==> config.mk <==
export PLATFORM = sky130hd
export DESIGN_NAME = websocket_frame_deframer_flat
export DESIGN_NICKNAME = d
export VERILOG_FILES = /design/src/design/wsd_pkg.sv /design/src/design/wsd_stream_if.sv /design/src/design/wsd_parser.sv /design/src/design/wsd_result_fifo.sv /design/src/design/websocket_frame_deframer.sv /design/src/flat_wrapper.sv
export SDC_FILE = /design/constraint.sdc
export NUM_CORES = 1
export LEC_CHECK = 0
export BUFFER_PORTS_ARGS = -buffer_cell sky130_fd_sc_hd__buf_2
export CORE_MARGIN = 10
export CORE_UTILIZATION = 60
export CTS_BUF_LIST = sky130_fd_sc_hd__clkbuf_8
export DETAILED_ROUTE_END_ITERATION = 8
export PLACE_DENSITY = 0.78
export SKIP_LAST_GASP = 1
export SYNTH_ARGS = -nofsm -noshare
export SYNTH_HDL_FRONTEND = slang
export SYNTH_SLANG_ARGS = --single-unit
export TNS_END_PERCENT = 5
==> constraint.sdc <==
create_clock -name clk_i -period 10.7 [get_ports clk_i]
set_clock_uncertainty 0.2 [all_clocks]
set_input_delay 1.605 -clock clk_i [delete_from_list [all_inputs] [get_ports clk_i]]
set_output_delay 1.605 -clock clk_i [all_outputs]
set_load 0.01 [all_outputs]
==> src/design/wsd_pkg.sv <==
package wsd_pkg;

  // Default for the widest payload length accepted without an error
  localparam int unsigned LENGTH_BITS_DEF = 64;

  // Result queue depth; a beat may push two results
  localparam int unsigned RES_DEPTH = 4;

  // Seven-bit length codes that select an extended length field
  localparam logic [6:0] LEN7_EXT16 = 7'd126;
  localparam logic [6:0] LEN7_EXT64 = 7'd127;

  // Byte counts of the extended length fields and of the mask key
  localparam logic [3:0] EXT16_BYTES = 4'd2;
  localparam logic [3:0] EXT64_BYTES = 4'd8;
  localparam logic [3:0] KEY_BYTES   = 4'd4;

  typedef enum logic [2:0] {
    PH_HDR0  = 3'd0,
    PH_HDR1  = 3'd1,
    PH_EXT   = 3'd2,
    PH_KEY   = 3'd3,
    PH_DATA  = 3'd4,
    PH_DRAIN = 3'd5
  } phase_e;

  typedef enum logic [1:0] {
    KIND_HEADER  = 2'd0,
    KIND_PAYLOAD = 2'd1,
    KIND_ERROR   = 2'd2
  } kind_e;

  typedef struct packed {
    logic [7:0] data_byte;
    logic       buffer_end;
  } wsd_in_t;

  typedef struct packed {
    kind_e       kind;
    logic        fin;
    logic        rsv1;
    logic        rsv2;
    logic        rsv3;
    logic [3:0]  opcode;
    logic        masked;
    logic [62:0] payload_length;
    logic [7:0]  out_byte;
    logic        frame_last;
  } wsd_out_t;

  typedef struct packed {
    logic     valid;
    wsd_out_t res;
  } wsd_slot_t;

  // Results caused by one accepted beat, in delivery order
  typedef struct packed {
    wsd_slot_t res0;
    wsd_slot_t res1;
  } wsd_push_t;

endpackage

==> src/design/wsd_stream_if.sv <==
interface wsd_stream_if #(
  parameter type T = logic
);
  logic valid;
  logic ready;
  T     data;

  modport source (output valid, output data, input ready);
  modport sink (input valid, input data, output ready);
endinterface

==> src/design/wsd_parser.sv <==
module wsd_parser #(
  parameter int unsigned LENGTH_BITS = wsd_pkg::LENGTH_BITS_DEF
) (
  input  logic              clk_i,
  input  logic              rst_ni,
  input  logic              accept_i,
  input  wsd_pkg::wsd_in_t  beat_i,
  output wsd_pkg::wsd_push_t push_o
);

  localparam int unsigned LenW = (LENGTH_BITS >= 63) ? 63 : LENGTH_BITS;

  function automatic wsd_pkg::wsd_out_t mk_res(
    input wsd_pkg::kind_e kind,
    input logic [8:0]     hb,
    input logic [LenW-1:0] len,
    input logic [7:0]     byt,
    input logic           last
  );
    wsd_pkg::wsd_out_t r;
    r.kind           = kind;
    r.fin            = hb[7];
    r.rsv1           = hb[6];
    r.rsv2           = hb[5];
    r.rsv3           = hb[4];
    r.opcode         = hb[3:0];
    r.masked         = hb[8];
    r.payload_length = 63'(len);
    r.out_byte       = byt;
    r.frame_last     = last;
    return r;
  endfunction

  function automatic wsd_pkg::wsd_out_t mk_err();
    wsd_pkg::wsd_out_t r;
    r            = '0;
    r.kind       = wsd_pkg::KIND_ERROR;
    r.frame_last = 1'b1;
    return r;
  endfunction

  wsd_pkg::phase_e phase_q, phase_d;
  logic [3:0]      cnt_q, cnt_d, cnt_n;
  logic [LenW-1:0] acc_q, acc_d, acc_n;
  logic            ovf_q, ovf_d, ovf_n;
  logic [LenW-1:0] rem_q, rem_d, rem_n;
  logic [31:0]     key_q, key_d, key_n;
  logic [1:0]      idx_q, idx_d, idx_n;
  logic [8:0]      hb_q, hb_d, hb_n;
  logic            disc_q, disc_d, disc_n;

  logic [7:0]      b;
  logic            endb;
  logic [6:0]      len7;
  logic            len_ext;
  logic [LenW-1:0] acc_shift;
  logic            ovf_shift;
  logic [3:0]      cnt_dec;
  logic            cnt_zero;
  logic [LenW-1:0] rem_dec;
  logic            data_last;
  logic [7:0]      key_byte;
  logic            hdr_at_hdr1, ext_fin, ext_bad, ext_key, key_fin;
  logic            hdr_done, len_zero, go_idle;

  assign b         = beat_i.data_byte;
  assign endb      = beat_i.buffer_end;
  assign len7      = b[6:0];
  assign len_ext   = (len7 == wsd_pkg::LEN7_EXT16) || (len7 == wsd_pkg::LEN7_EXT64);
  assign acc_shift = {acc_q[LenW-9:0], b};
  // Any bit pushed out of the top means the length is above the limit
  assign ovf_shift = ovf_q | (|acc_q[LenW-1 -: 8]);
  assign cnt_dec   = cnt_q - 4'd1;
  assign cnt_zero  = (cnt_dec == 4'd0);
  assign rem_dec   = rem_q - LenW'(1);
  assign data_last = (rem_dec == '0);
  assign key_byte  = 8'(key_q >> {~idx_q, 3'b000});

  assign hdr_at_hdr1 = (phase_q == wsd_pkg::PH_HDR1) && !len_ext && !b[7];
  assign ext_fin     = (phase_q == wsd_pkg::PH_EXT) && cnt_zero;
  assign ext_bad     = ext_fin && ovf_shift;
  assign ext_key     = ext_fin && !ovf_shift && hb_q[8];
  assign key_fin     = (phase_q == wsd_pkg::PH_KEY) && cnt_zero;
  assign hdr_done    = hdr_at_hdr1 || (ext_fin && !ovf_shift && !hb_q[8]) || key_fin;

  // Hold the length unless a beat is taken
  assign acc_n = !accept_i                     ? acc_q :
                 (phase_q == wsd_pkg::PH_HDR1) ? (len_ext ? '0 : LenW'(len7)) :
                 (phase_q == wsd_pkg::PH_EXT)  ? acc_shift : acc_q;
  assign len_zero = (acc_n == '0);

  // The buffer end always returns the parser to its reset state
  assign go_idle = accept_i && endb;

  // Next phase
  always_comb begin
    phase_d = phase_q;
    if (go_idle) begin
      phase_d = wsd_pkg::PH_HDR0;
    end else if (accept_i) begin
      unique case (phase_q)
        wsd_pkg::PH_HDR1: begin
          if (hdr_done) begin
            phase_d = len_zero ? wsd_pkg::PH_DRAIN : wsd_pkg::PH_DATA;
          end else begin
            phase_d = len_ext ? wsd_pkg::PH_EXT : wsd_pkg::PH_KEY;
          end
        end
        wsd_pkg::PH_EXT: begin
          if (ext_bad) begin
            phase_d = wsd_pkg::PH_DRAIN;
          end else if (hdr_done) begin
            phase_d = len_zero ? wsd_pkg::PH_DRAIN : wsd_pkg::PH_DATA;
          end else if (ext_key) begin
            phase_d = wsd_pkg::PH_KEY;
          end
        end
        wsd_pkg::PH_KEY: begin
          if (hdr_done) begin
            phase_d = len_zero ? wsd_pkg::PH_DRAIN : wsd_pkg::PH_DATA;
          end
        end
        wsd_pkg::PH_DATA: begin
          if (data_last) begin
            phase_d = wsd_pkg::PH_DRAIN;
          end
        end
        wsd_pkg::PH_DRAIN: phase_d = wsd_pkg::PH_DRAIN;
        default:           phase_d = wsd_pkg::PH_HDR1;
      endcase
    end
  end

  // Field updates and results
  always_comb begin
    cnt_n  = cnt_q;
    ovf_n  = ovf_q;
    rem_n  = rem_q;
    key_n  = key_q;
    idx_n  = idx_q;
    hb_n   = hb_q;
    disc_n = disc_q;
    push_o = '0;
    if (accept_i) begin
      unique case (phase_q)
        wsd_pkg::PH_HDR1: begin
          hb_n  = {b[7], hb_q[7:0]};
          key_n = '0;
          ovf_n = 1'b0;
          if (len7 == wsd_pkg::LEN7_EXT16) begin
            cnt_n = wsd_pkg::EXT16_BYTES;
          end else if (len7 == wsd_pkg::LEN7_EXT64) begin
            cnt_n = wsd_pkg::EXT64_BYTES;
          end else if (b[7]) begin
            cnt_n = wsd_pkg::KEY_BYTES;
          end
        end
        wsd_pkg::PH_EXT: begin
          ovf_n = ovf_shift;
          cnt_n = ext_key ? wsd_pkg::KEY_BYTES : cnt_dec;
        end
        wsd_pkg::PH_KEY: begin
          key_n = {key_q[23:0], b};
          cnt_n = cnt_dec;
        end
        wsd_pkg::PH_DATA: begin
          idx_n = idx_q + 2'd1;
          rem_n = rem_dec;
          push_o.res0.valid = 1'b1;
          push_o.res0.res   = mk_res(wsd_pkg::KIND_PAYLOAD, hb_q, acc_q, b ^ key_byte,
                                     data_last);
          if (data_last) begin
            disc_n = 1'b1;
          end else if (endb) begin
            push_o.res1.valid = 1'b1;
            push_o.res1.res   = mk_err();
          end
        end
        wsd_pkg::PH_DRAIN: begin
          if (endb && disc_q) begin
            push_o.res0.valid = 1'b1;
            push_o.res0.res   = mk_err();
          end
        end
        default: begin
          hb_n = {1'b0, b};
          if (endb) begin
            push_o.res0.valid = 1'b1;
            push_o.res0.res   = mk_err();
          end
        end
      endcase

      // Header stages: header result, length error, or short-buffer error
      if (hdr_done) begin
        rem_n  = acc_n;
        idx_n  = 2'd0;
        disc_n = len_zero;
        push_o.res0.valid = 1'b1;
        push_o.res0.res   = mk_res(wsd_pkg::KIND_HEADER, hb_n, acc_n, 8'd0, len_zero);
        if (endb && !len_zero) begin
          push_o.res1.valid = 1'b1;
          push_o.res1.res   = mk_err();
        end
      end else if (ext_bad) begin
        disc_n = 1'b0;
        push_o.res0.valid = 1'b1;
        push_o.res0.res   = mk_err();
      end else if (endb && ((phase_q == wsd_pkg::PH_HDR1) || (phase_q == wsd_pkg::PH_EXT) ||
                            (phase_q == wsd_pkg::PH_KEY))) begin
        push_o.res0.valid = 1'b1;
        push_o.res0.res   = mk_err();
      end
    end

    cnt_d  = go_idle ? '0 : cnt_n;
    acc_d  = go_idle ? '0 : acc_n;
    ovf_d  = go_idle ? 1'b0 : ovf_n;
    rem_d  = go_idle ? '0 : rem_n;
    key_d  = go_idle ? '0 : key_n;
    idx_d  = go_idle ? '0 : idx_n;
    hb_d   = go_idle ? '0 : hb_n;
    disc_d = go_idle ? 1'b0 : disc_n;
  end

  always_ff @(posedge clk_i or negedge rst_ni) begin
    if (!rst_ni) begin
      phase_q <= wsd_pkg::PH_HDR0;
      cnt_q   <= '0;
      acc_q   <= '0;
      ovf_q   <= 1'b0;
      rem_q   <= '0;
      key_q   <= '0;
      idx_q   <= '0;
      hb_q    <= '0;
      disc_q  <= 1'b0;
    end else begin
      phase_q <= phase_d;
      cnt_q   <= cnt_d;
      acc_q   <= acc_d;
      ovf_q   <= ovf_d;
      rem_q   <= rem_d;
      key_q   <= key_d;
      idx_q   <= idx_d;
      hb_q    <= hb_d;
      disc_q  <= disc_d;
    end
  end

  a_tail_needs_head: assert property (@(posedge clk_i) disable iff (!rst_ni)
    push_o.res1.valid |-> push_o.res0.valid)
    else $error("second result pushed without a first");

  a_tail_is_error: assert property (@(posedge clk_i) disable iff (!rst_ni)
    push_o.res1.valid |-> (push_o.res1.res.kind == wsd_pkg::KIND_ERROR) &&
                          push_o.res1.res.frame_last)
    else $error("second result of a beat is not a closing error");

  a_end_idles: assert property (@(posedge clk_i) disable iff (!rst_ni)
    (accept_i && beat_i.buffer_end) |=>
      (phase_q == wsd_pkg::PH_HDR0) && (acc_q == '0) && !disc_q && (hb_q == '0))
    else $error("buffer end did not return the parser to idle");

  a_push_needs_beat: assert property (@(posedge clk_i) disable iff (!rst_ni)
    !accept_i |-> !push_o.res0.valid)
    else $error("result pushed without an accepted beat");

endmodule

==> src/design/wsd_result_fifo.sv <==
module wsd_result_fifo (
  input  logic               clk_i,
  input  logic               rst_ni,
  input  wsd_pkg::wsd_push_t push_i,
  output logic               room_o,
  output logic               out_valid_o,
  input  logic               out_ready_i,
  output wsd_pkg::wsd_out_t  out_data_o
);

  localparam int unsigned PtrW = $clog2(wsd_pkg::RES_DEPTH);
  localparam int unsigned CntW = PtrW + 1;

  wsd_pkg::wsd_out_t mem_q [wsd_pkg::RES_DEPTH];
  logic [PtrW-1:0]   wr_q, wr_d, rd_q, rd_d;
  logic [CntW-1:0]   cnt_q, cnt_d;
  logic              pop;

  assign out_valid_o = (cnt_q != '0);
  assign out_data_o  = mem_q[rd_q];
  assign pop         = out_valid_o && out_ready_i;
  // Take a beat only when both of its possible results fit
  assign room_o      = (cnt_q <= CntW'(wsd_pkg::RES_DEPTH - 2));

  assign wr_d  = wr_q + PtrW'(push_i.res0.valid) + PtrW'(push_i.res1.valid);
  assign rd_d  = rd_q + PtrW'(pop);
  assign cnt_d = cnt_q + CntW'(push_i.res0.valid) + CntW'(push_i.res1.valid) - CntW'(pop);

  always_ff @(posedge clk_i) begin
    if (push_i.res0.valid) begin
      mem_q[wr_q] <= push_i.res0.res;
    end
    if (push_i.res1.valid) begin
      mem_q[wr_q + PtrW'(1)] <= push_i.res1.res;
    end
  end

  always_ff @(posedge clk_i or negedge rst_ni) begin
    if (!rst_ni) begin
      wr_q  <= '0;
      rd_q  <= '0;
      cnt_q <= '0;
    end else begin
      wr_q  <= wr_d;
      rd_q  <= rd_d;
      cnt_q <= cnt_d;
    end
  end

  a_no_overflow: assert property (@(posedge clk_i) disable iff (!rst_ni)
    push_i.res1.valid |-> (cnt_q <= CntW'(wsd_pkg::RES_DEPTH - 2)))
    else $error("result queue overflow");

  a_count_bound: assert property (@(posedge clk_i) disable iff (!rst_ni)
    cnt_q <= CntW'(wsd_pkg::RES_DEPTH))
    else $error("result queue count out of range");

endmodule

==> src/design/websocket_frame_deframer.sv <==
// Channel   Dir  Payload                                     Handshake
// in_i      in   data_byte[7:0], buffer_end                  valid/ready
// out_o     out  kind, fin, rsv1-3, opcode, masked,          valid/ready
//                payload_length[62:0], out_byte, frame_last
//
// One byte is taken every cycle while the result queue has two free slots; a
// beat's results are registered in the queue and reach out_o in order.
// A beat yields zero, one or two results (header or payload, then an error when
// the buffer ends inside the frame); the four-entry result queue absorbs these.
// Reset (rst_ni low) clears the parser to wait for a first header byte and empties
// the queue. A stall on out_o fills the queue; in_i.ready drops once fewer than
// two slots are free and rises again as results are taken.
module websocket_frame_deframer #(
  parameter int unsigned LENGTH_BITS = wsd_pkg::LENGTH_BITS_DEF
) (
  input  logic         clk_i,
  input  logic         rst_ni,
  wsd_stream_if.sink   in_i,
  wsd_stream_if.source out_o
);

  wsd_pkg::wsd_push_t push;
  wsd_pkg::wsd_in_t   beat;
  wsd_pkg::wsd_out_t  res;
  logic               room;
  logic               accept;

  // Accept a beat whenever the queue can hold everything it may produce
  assign in_i.ready = room;
  assign accept     = in_i.valid && room;
  assign beat       = in_i.data;

  // Header decode, extended length and key collection, unmasking, error checks
  wsd_parser #(
    .LENGTH_BITS (LENGTH_BITS)
  ) u_parser (
    .clk_i    (clk_i),
    .rst_ni   (rst_ni),
    .accept_i (accept),
    .beat_i   (beat),
    .push_o   (push)
  );

  // Hold results until the sink takes them
  wsd_result_fifo u_fifo (
    .clk_i       (clk_i),
    .rst_ni      (rst_ni),
    .push_i      (push),
    .room_o      (room),
    .out_valid_o (out_o.valid),
    .out_ready_i (out_o.ready),
    .out_data_o  (res)
  );

  assign out_o.data = res;

  a_push_only_on_room: assert property (@(posedge clk_i) disable iff (!rst_ni)
    push.res0.valid |-> room)
    else $error("results pushed while the queue had no room");

endmodule

==> src/flat_wrapper.sv <==
// flat-port wrapper written by rule: the top's interface ports become plain ports
module websocket_frame_deframer_flat 
#(
  parameter int unsigned LENGTH_BITS = wsd_pkg::LENGTH_BITS_DEF
)
  (clk_i, rst_ni, in_i_valid, in_i_data, in_i_ready, out_o_valid, out_o_data, out_o_ready);
  wsd_stream_if #(.T(wsd_pkg::wsd_in_t)) in_i_i ();
  wsd_stream_if #(.T(wsd_pkg::wsd_out_t)) out_o_i ();
  input  logic clk_i;
  input  logic rst_ni;
  input wire logic [$bits(in_i_i.valid)-1:0] in_i_valid;
  input wire logic [$bits(in_i_i.data)-1:0] in_i_data;
  output wire logic [$bits(in_i_i.ready)-1:0] in_i_ready;
  output wire logic [$bits(out_o_i.valid)-1:0] out_o_valid;
  output wire logic [$bits(out_o_i.data)-1:0] out_o_data;
  input wire logic [$bits(out_o_i.ready)-1:0] out_o_ready;
  assign in_i_i.valid = in_i_valid;
  assign in_i_i.data = in_i_data;
  assign in_i_ready = in_i_i.ready;
  assign out_o_valid = out_o_i.valid;
  assign out_o_data = out_o_i.data;
  assign out_o_i.ready = out_o_ready;
  websocket_frame_deframer #(.LENGTH_BITS(LENGTH_BITS)) u_core (.clk_i(clk_i), .rst_ni(rst_ni), .in_i(in_i_i), .out_o(out_o_i));
endmodule
==> results summary <==
The flow ran to the end, and the final reports show no timing, DRC or antenna violations. For this run, the top clock speed supported by timing is between 0.15 and 0.2 GHz. The number of instances in the synthesized netlist is about 2700. The cell count of the worst hold path is 2.

The biggest area contributor in the post-synthesis netlist is dfxtp_1. The count of non-filler cells in the finished layout came out at 3318. The post-synthesis simple-gate area fraction is 18.3%. The max-slew headroom at the worst pin came out at 16.9%. The worst path setup slack after routing came out at 4.29 ns. The library cells used most frequently in the layout, excluding fill and tap cells, are nor2_1 (515), dfxtp_1 (324), nand2_1 (221), a21oi_1 (205), dfrtp_1 (183).

STA classifies the critical path startpoint as a flop. The number of nets still failing antenna checks after routing is 0. The final layout contains 2748 nets.

The starting density of the core is about three fifths. The power per cell area came out at 344 nW/µm². The most common cell after layout, fill and taps aside is nor2_1.

The total count of max-transition violations in the final report is 0. The post-synthesis cell area is roughly 25000 µm². Wires add up to a little under 80000 µm. In this run the worst path has a maximum fanout of 83. After clock tree synthesis, the repair step resized 0 gates. The total cell area at the placement stage is 25600 µm².

The floorplan die width is 224 µm. The minimum setup slack among reg-to-reg paths is 4.29 ns. The clock insertion delay at the later pin of the skew report came out at 0.68 ns. The leakage power total is 11.1 nW.

The count of H-tree levels built during CTS is 3. The number of antenna violations at the first check in global routing came out at 2. The filler cells instantiated in the layout total approximately 3300.

The vertical die dimension came out at approximately 220 µm. The clock period minus final worst setup slack came out at 6.41 ns. Walking the worst path, the cells encountered are nor3b_1, o21ai_0, o32ai_4, buf_4, nor2_1, a31oi_1, inv_2, nor2_4, buf_4, nor2_1, a211oi_1.

At the end of the flow the core is filled with cells to between 60 and 70%. For the worst flop-to-flop path, the logic depth is 11. The die area is about 50000 µm². The final non-filler cell area came out at 27400 µm².

The post-synthesis compound-gate area fraction is 21.2%. The hold slack came out at between 0.2 and 0.3 ns. A synthesized cell averages 9.15 µm². The critical register-to-register path startpoint is u_core.u_parser.phase_q[0]. The number of synthesized register bits is 517. The fraction of the yosys area taken by sequential cells is approximately 45%. In this run the worst hold path is classified as reg -> reg. The post-layout total power is around 9.4 mW. Setup repair after global routing left no endpoint under its margin. The post-synthesis to final-layout area growth is 9.48%. The count of vias placed by the detailed router is roughly 22000. The delay contributed by the slowest stage of the critical path came out at just under 0.9 ns. The start-to-end type of the worst setup path is reg -> reg. The multiplexer fraction of the synthesized cell area came out at 9.20%. The share of the synthesized netlist area taken by xor and xnor gates is 0.982%. The synthesized netlist devotes 0.691% of its cell area to adder and majority cells.

The final number of hold-violating endpoints is 0. The number of global-route vias before repair came to 21151. TritonCTS built the clock tree. Entering global routing, the biggest net connects 91 pins. The origin of the worst setup path is u_core.u_parser.phase_q[0].

The total of buffers placed on input and output ports is 97. The fraction of registers with async set or reset after synthesis came out at a little over a third. By area, the combinational part of the netlist is dominated by compound AO/OA/AOI/OAI gates. The all-layer global routing usage is 30.4%. On the critical path, the stage with the largest delay is an instance of nor2_4. The I/O pin total is 98. The endpoint identified for the worst register-to-register timing path is u_core.u_fifo.mem_q[1][36].

The hold-fix buffer count after cts is 0. The estimated wirelength of the detail-placed design is 51000 µm. After clock tree synthesis, the clock-pin slew on the worst setup and hold paths is around 0.06 ns.

The worst-case vdd ir drop came out at 0.233 mV. The placer congestion estimate came out at 0.965. The setup violation total in the final timing report is 0.

The routed length per placed instance is 23.5 µm. The critical path ends at u_core.u_fifo.mem_q[1][36]. The final global-route overflow total came out at 0. The number of iterations in the first detailed-routing pass came out at 7. The number of maximum-capacitance constraint violations came out at 0. The total number of clock tree sinks is 517. The final sum of negative setup slack came out at 0 ns. The net count of the mapped netlist is 2755. The total area inside the core boundary comes to just over 40000 µm². The yosys synthesis warning count is 0. By area the synthesized netlist is led by dfxtp_1 (26%), dfrtp_1 (19%), mux4_2 (8.2%).

The floorplan has 74 rows. The data required time at the worst endpoint is 11.07 ns. The number of buffers created by CTS came out at 86.

The endpoint type of the worst setup path is a flop. The data arrival time of the worst path came out at 6.78 ns. The final routed DRC violation total is 0. The number of buffers inserted by post-CTS setup repair came out at 0. Once placement completed, the tool counted placed cells totaling 3167. The setup slack at placement is 4.16 ns. The violation count after the first detailed-routing iteration came out at 2850. The cell sitting at the root of the clock tree is a clkbuf_8.

The actual slew at the worst max-slew pin is 1.25 ns. The share of Yosys cell area claimed by the top area cell type came out at 26.0%. The maximum count of clock buffers along a single path is 3. The number of enable-type register cells in the synthesized netlist came out at 8.

The number of different library cells used by synthesis comes to 73. The final worst-path cycle share came out at 59.9%. The most used flip-flop cell after synthesis is dfxtp_1. In the final layout, the share of cells above drive strength 1 is 15.5%. The first global-routing pass estimated 122000 µm of wire. The via density per instance came out at 6.74.
[layer usage]
| metal | global-route usage, % | vias up | part of all wire, % |
|---|---|---|---|
| met2 | 45.6 | 1305 | 45 |
| met3 | 7.08 | 216 | 10 |
| met4 | 10.2 | 2 | 3.3 |
| met1 | 42.5 | 10871 | 42 |
| li1 | - | 9982 | - |
| met5 | 0 | - | 0.015 |
[worst max-delay path: cells and delay by family, from the launching register on]
kind | cells | cell delay [ns]
DFF | 1 | 0.59
AOI/OAI and AO/OA | 4 | 1.54
buffers and inverters | 3 | 1.81
and+or+nand+nor | 4 | 2.03
[area by class of cell]
| type | instances | area, µm² | share of cell area [%] |
|---|---|---|---|
| antenna | 1 | 2.50 | 0.00915 |
| clock buffer | 108 | 1490 | 5.43 |
| clock inverter | 42 | 246 | 0.901 |
| inverter | 30 | 113 | 0.412 |
| multi-input combinational | 1958 | 12700 | 46.6 |
| sequential | 517 | 11400 | 41.5 |
| tap | 532 | 666 | 2.43 |
| timing repair buffer | 130 | 742 | 2.71 |
[worst min path at each step]
stage | start | to | slack [ns]
2_1_floorplan | u_core.u_fifo.mem_q[1][10] | u_core.u_fifo.mem_q[1][10] | 0.23
3_3_place_gp | u_core.u_fifo.mem_q[2][13] | u_core.u_fifo.mem_q[2][13] | 0.24
3_5_place_dp | u_core.u_fifo.mem_q[3][14] | u_core.u_fifo.mem_q[3][14] | 0.25
4_1_cts | u_core.u_fifo.mem_q[3][15] | u_core.u_fifo.mem_q[3][15] | 0.25
5_1_grt | u_core.u_fifo.mem_q[2][11] | u_core.u_fifo.mem_q[2][11] | 0.27
6_report | u_core.u_fifo.mem_q[3][14] | u_core.u_fifo.mem_q[3][14] | 0.25
[flip-flops by register name, summed over array words and instances (netlist names)]
name and flops:
u_core.u_parser.rem_q 63, u_core.u_parser.hb_q 9, u_core.u_fifo.rd_q 2, u_core.u_fifo.mem_q 332, u_core.u_parser.disc_q 1, u_core.u_fifo.cnt_q 3, u_core.u_parser.phase_q 3, u_core.u_fifo.wr_q 2
u_core.u_parser.acc_q 63, u_core.u_parser.ovf_q 1, u_core.u_parser.cnt_q 4, u_core.u_parser.key_q 32, u_core.u_parser.idx_q 2
[synth_stat cells (5+ instances only)]
library cell,number
mux4_2,91
nor3b_1,5
o31a_1,6
o22ai_1,20
or4_1,22
dfrtp_1,185
a32o_1,8
buf_2,18
a211oi_2,41
or2_2,12
xnor2_1,20
nand3_1,18
nand2_1,222
nor2_1,520
nand4_1,28
or3_1,11
xor2_1,8
a22oi_1,71
a31oi_1,18
buf_6,8
mux2i_1,25
and4_1,6
nor4_1,50
a21oi_1,206
nand3b_1,5
a211oi_1,147
nand2b_1,8
nor3_1,55
edfxtp_1,8
o31ai_1,9
ha_1,9
o21ai_0,143
a22o_1,73
dfxtp_1,324
buf_1,25
nand4b_1,7
clkbuf_1,174
and2_1,29
inv_1,29
[kinds of logic (layout without fill, tap and decap cells)]
| kind of cell | Yosys count | count (layout) |
|---|---|---|
| and+or+nand+nor | 1022 | 1022 |
| AOI/OAI and AO/OA | 780 | 780 |
| DFF | 517 | 517 |
| buffers and inverters | 255 | 310 |
| muxes | 116 | 116 |
| xor gates and xnor gates | 28 | 28 |
| adders and majority gates | 12 | 12 |
| other | 0 | 1 |
[report_power, final]
part | internal, mW | leakage (nW) | switching (mW) | total [mW]
registers | 2.46 | 5.28 | 0.509 | 2.97
clock network | 0.937 | 1.00 | 0.817 | 1.75
logic | 1.79 | 4.80 | 2.90 | 4.69
total | 5.19 | 11.1 | 4.22 | 9.41
Note: power is estimated with default switching activity, not from simulation.
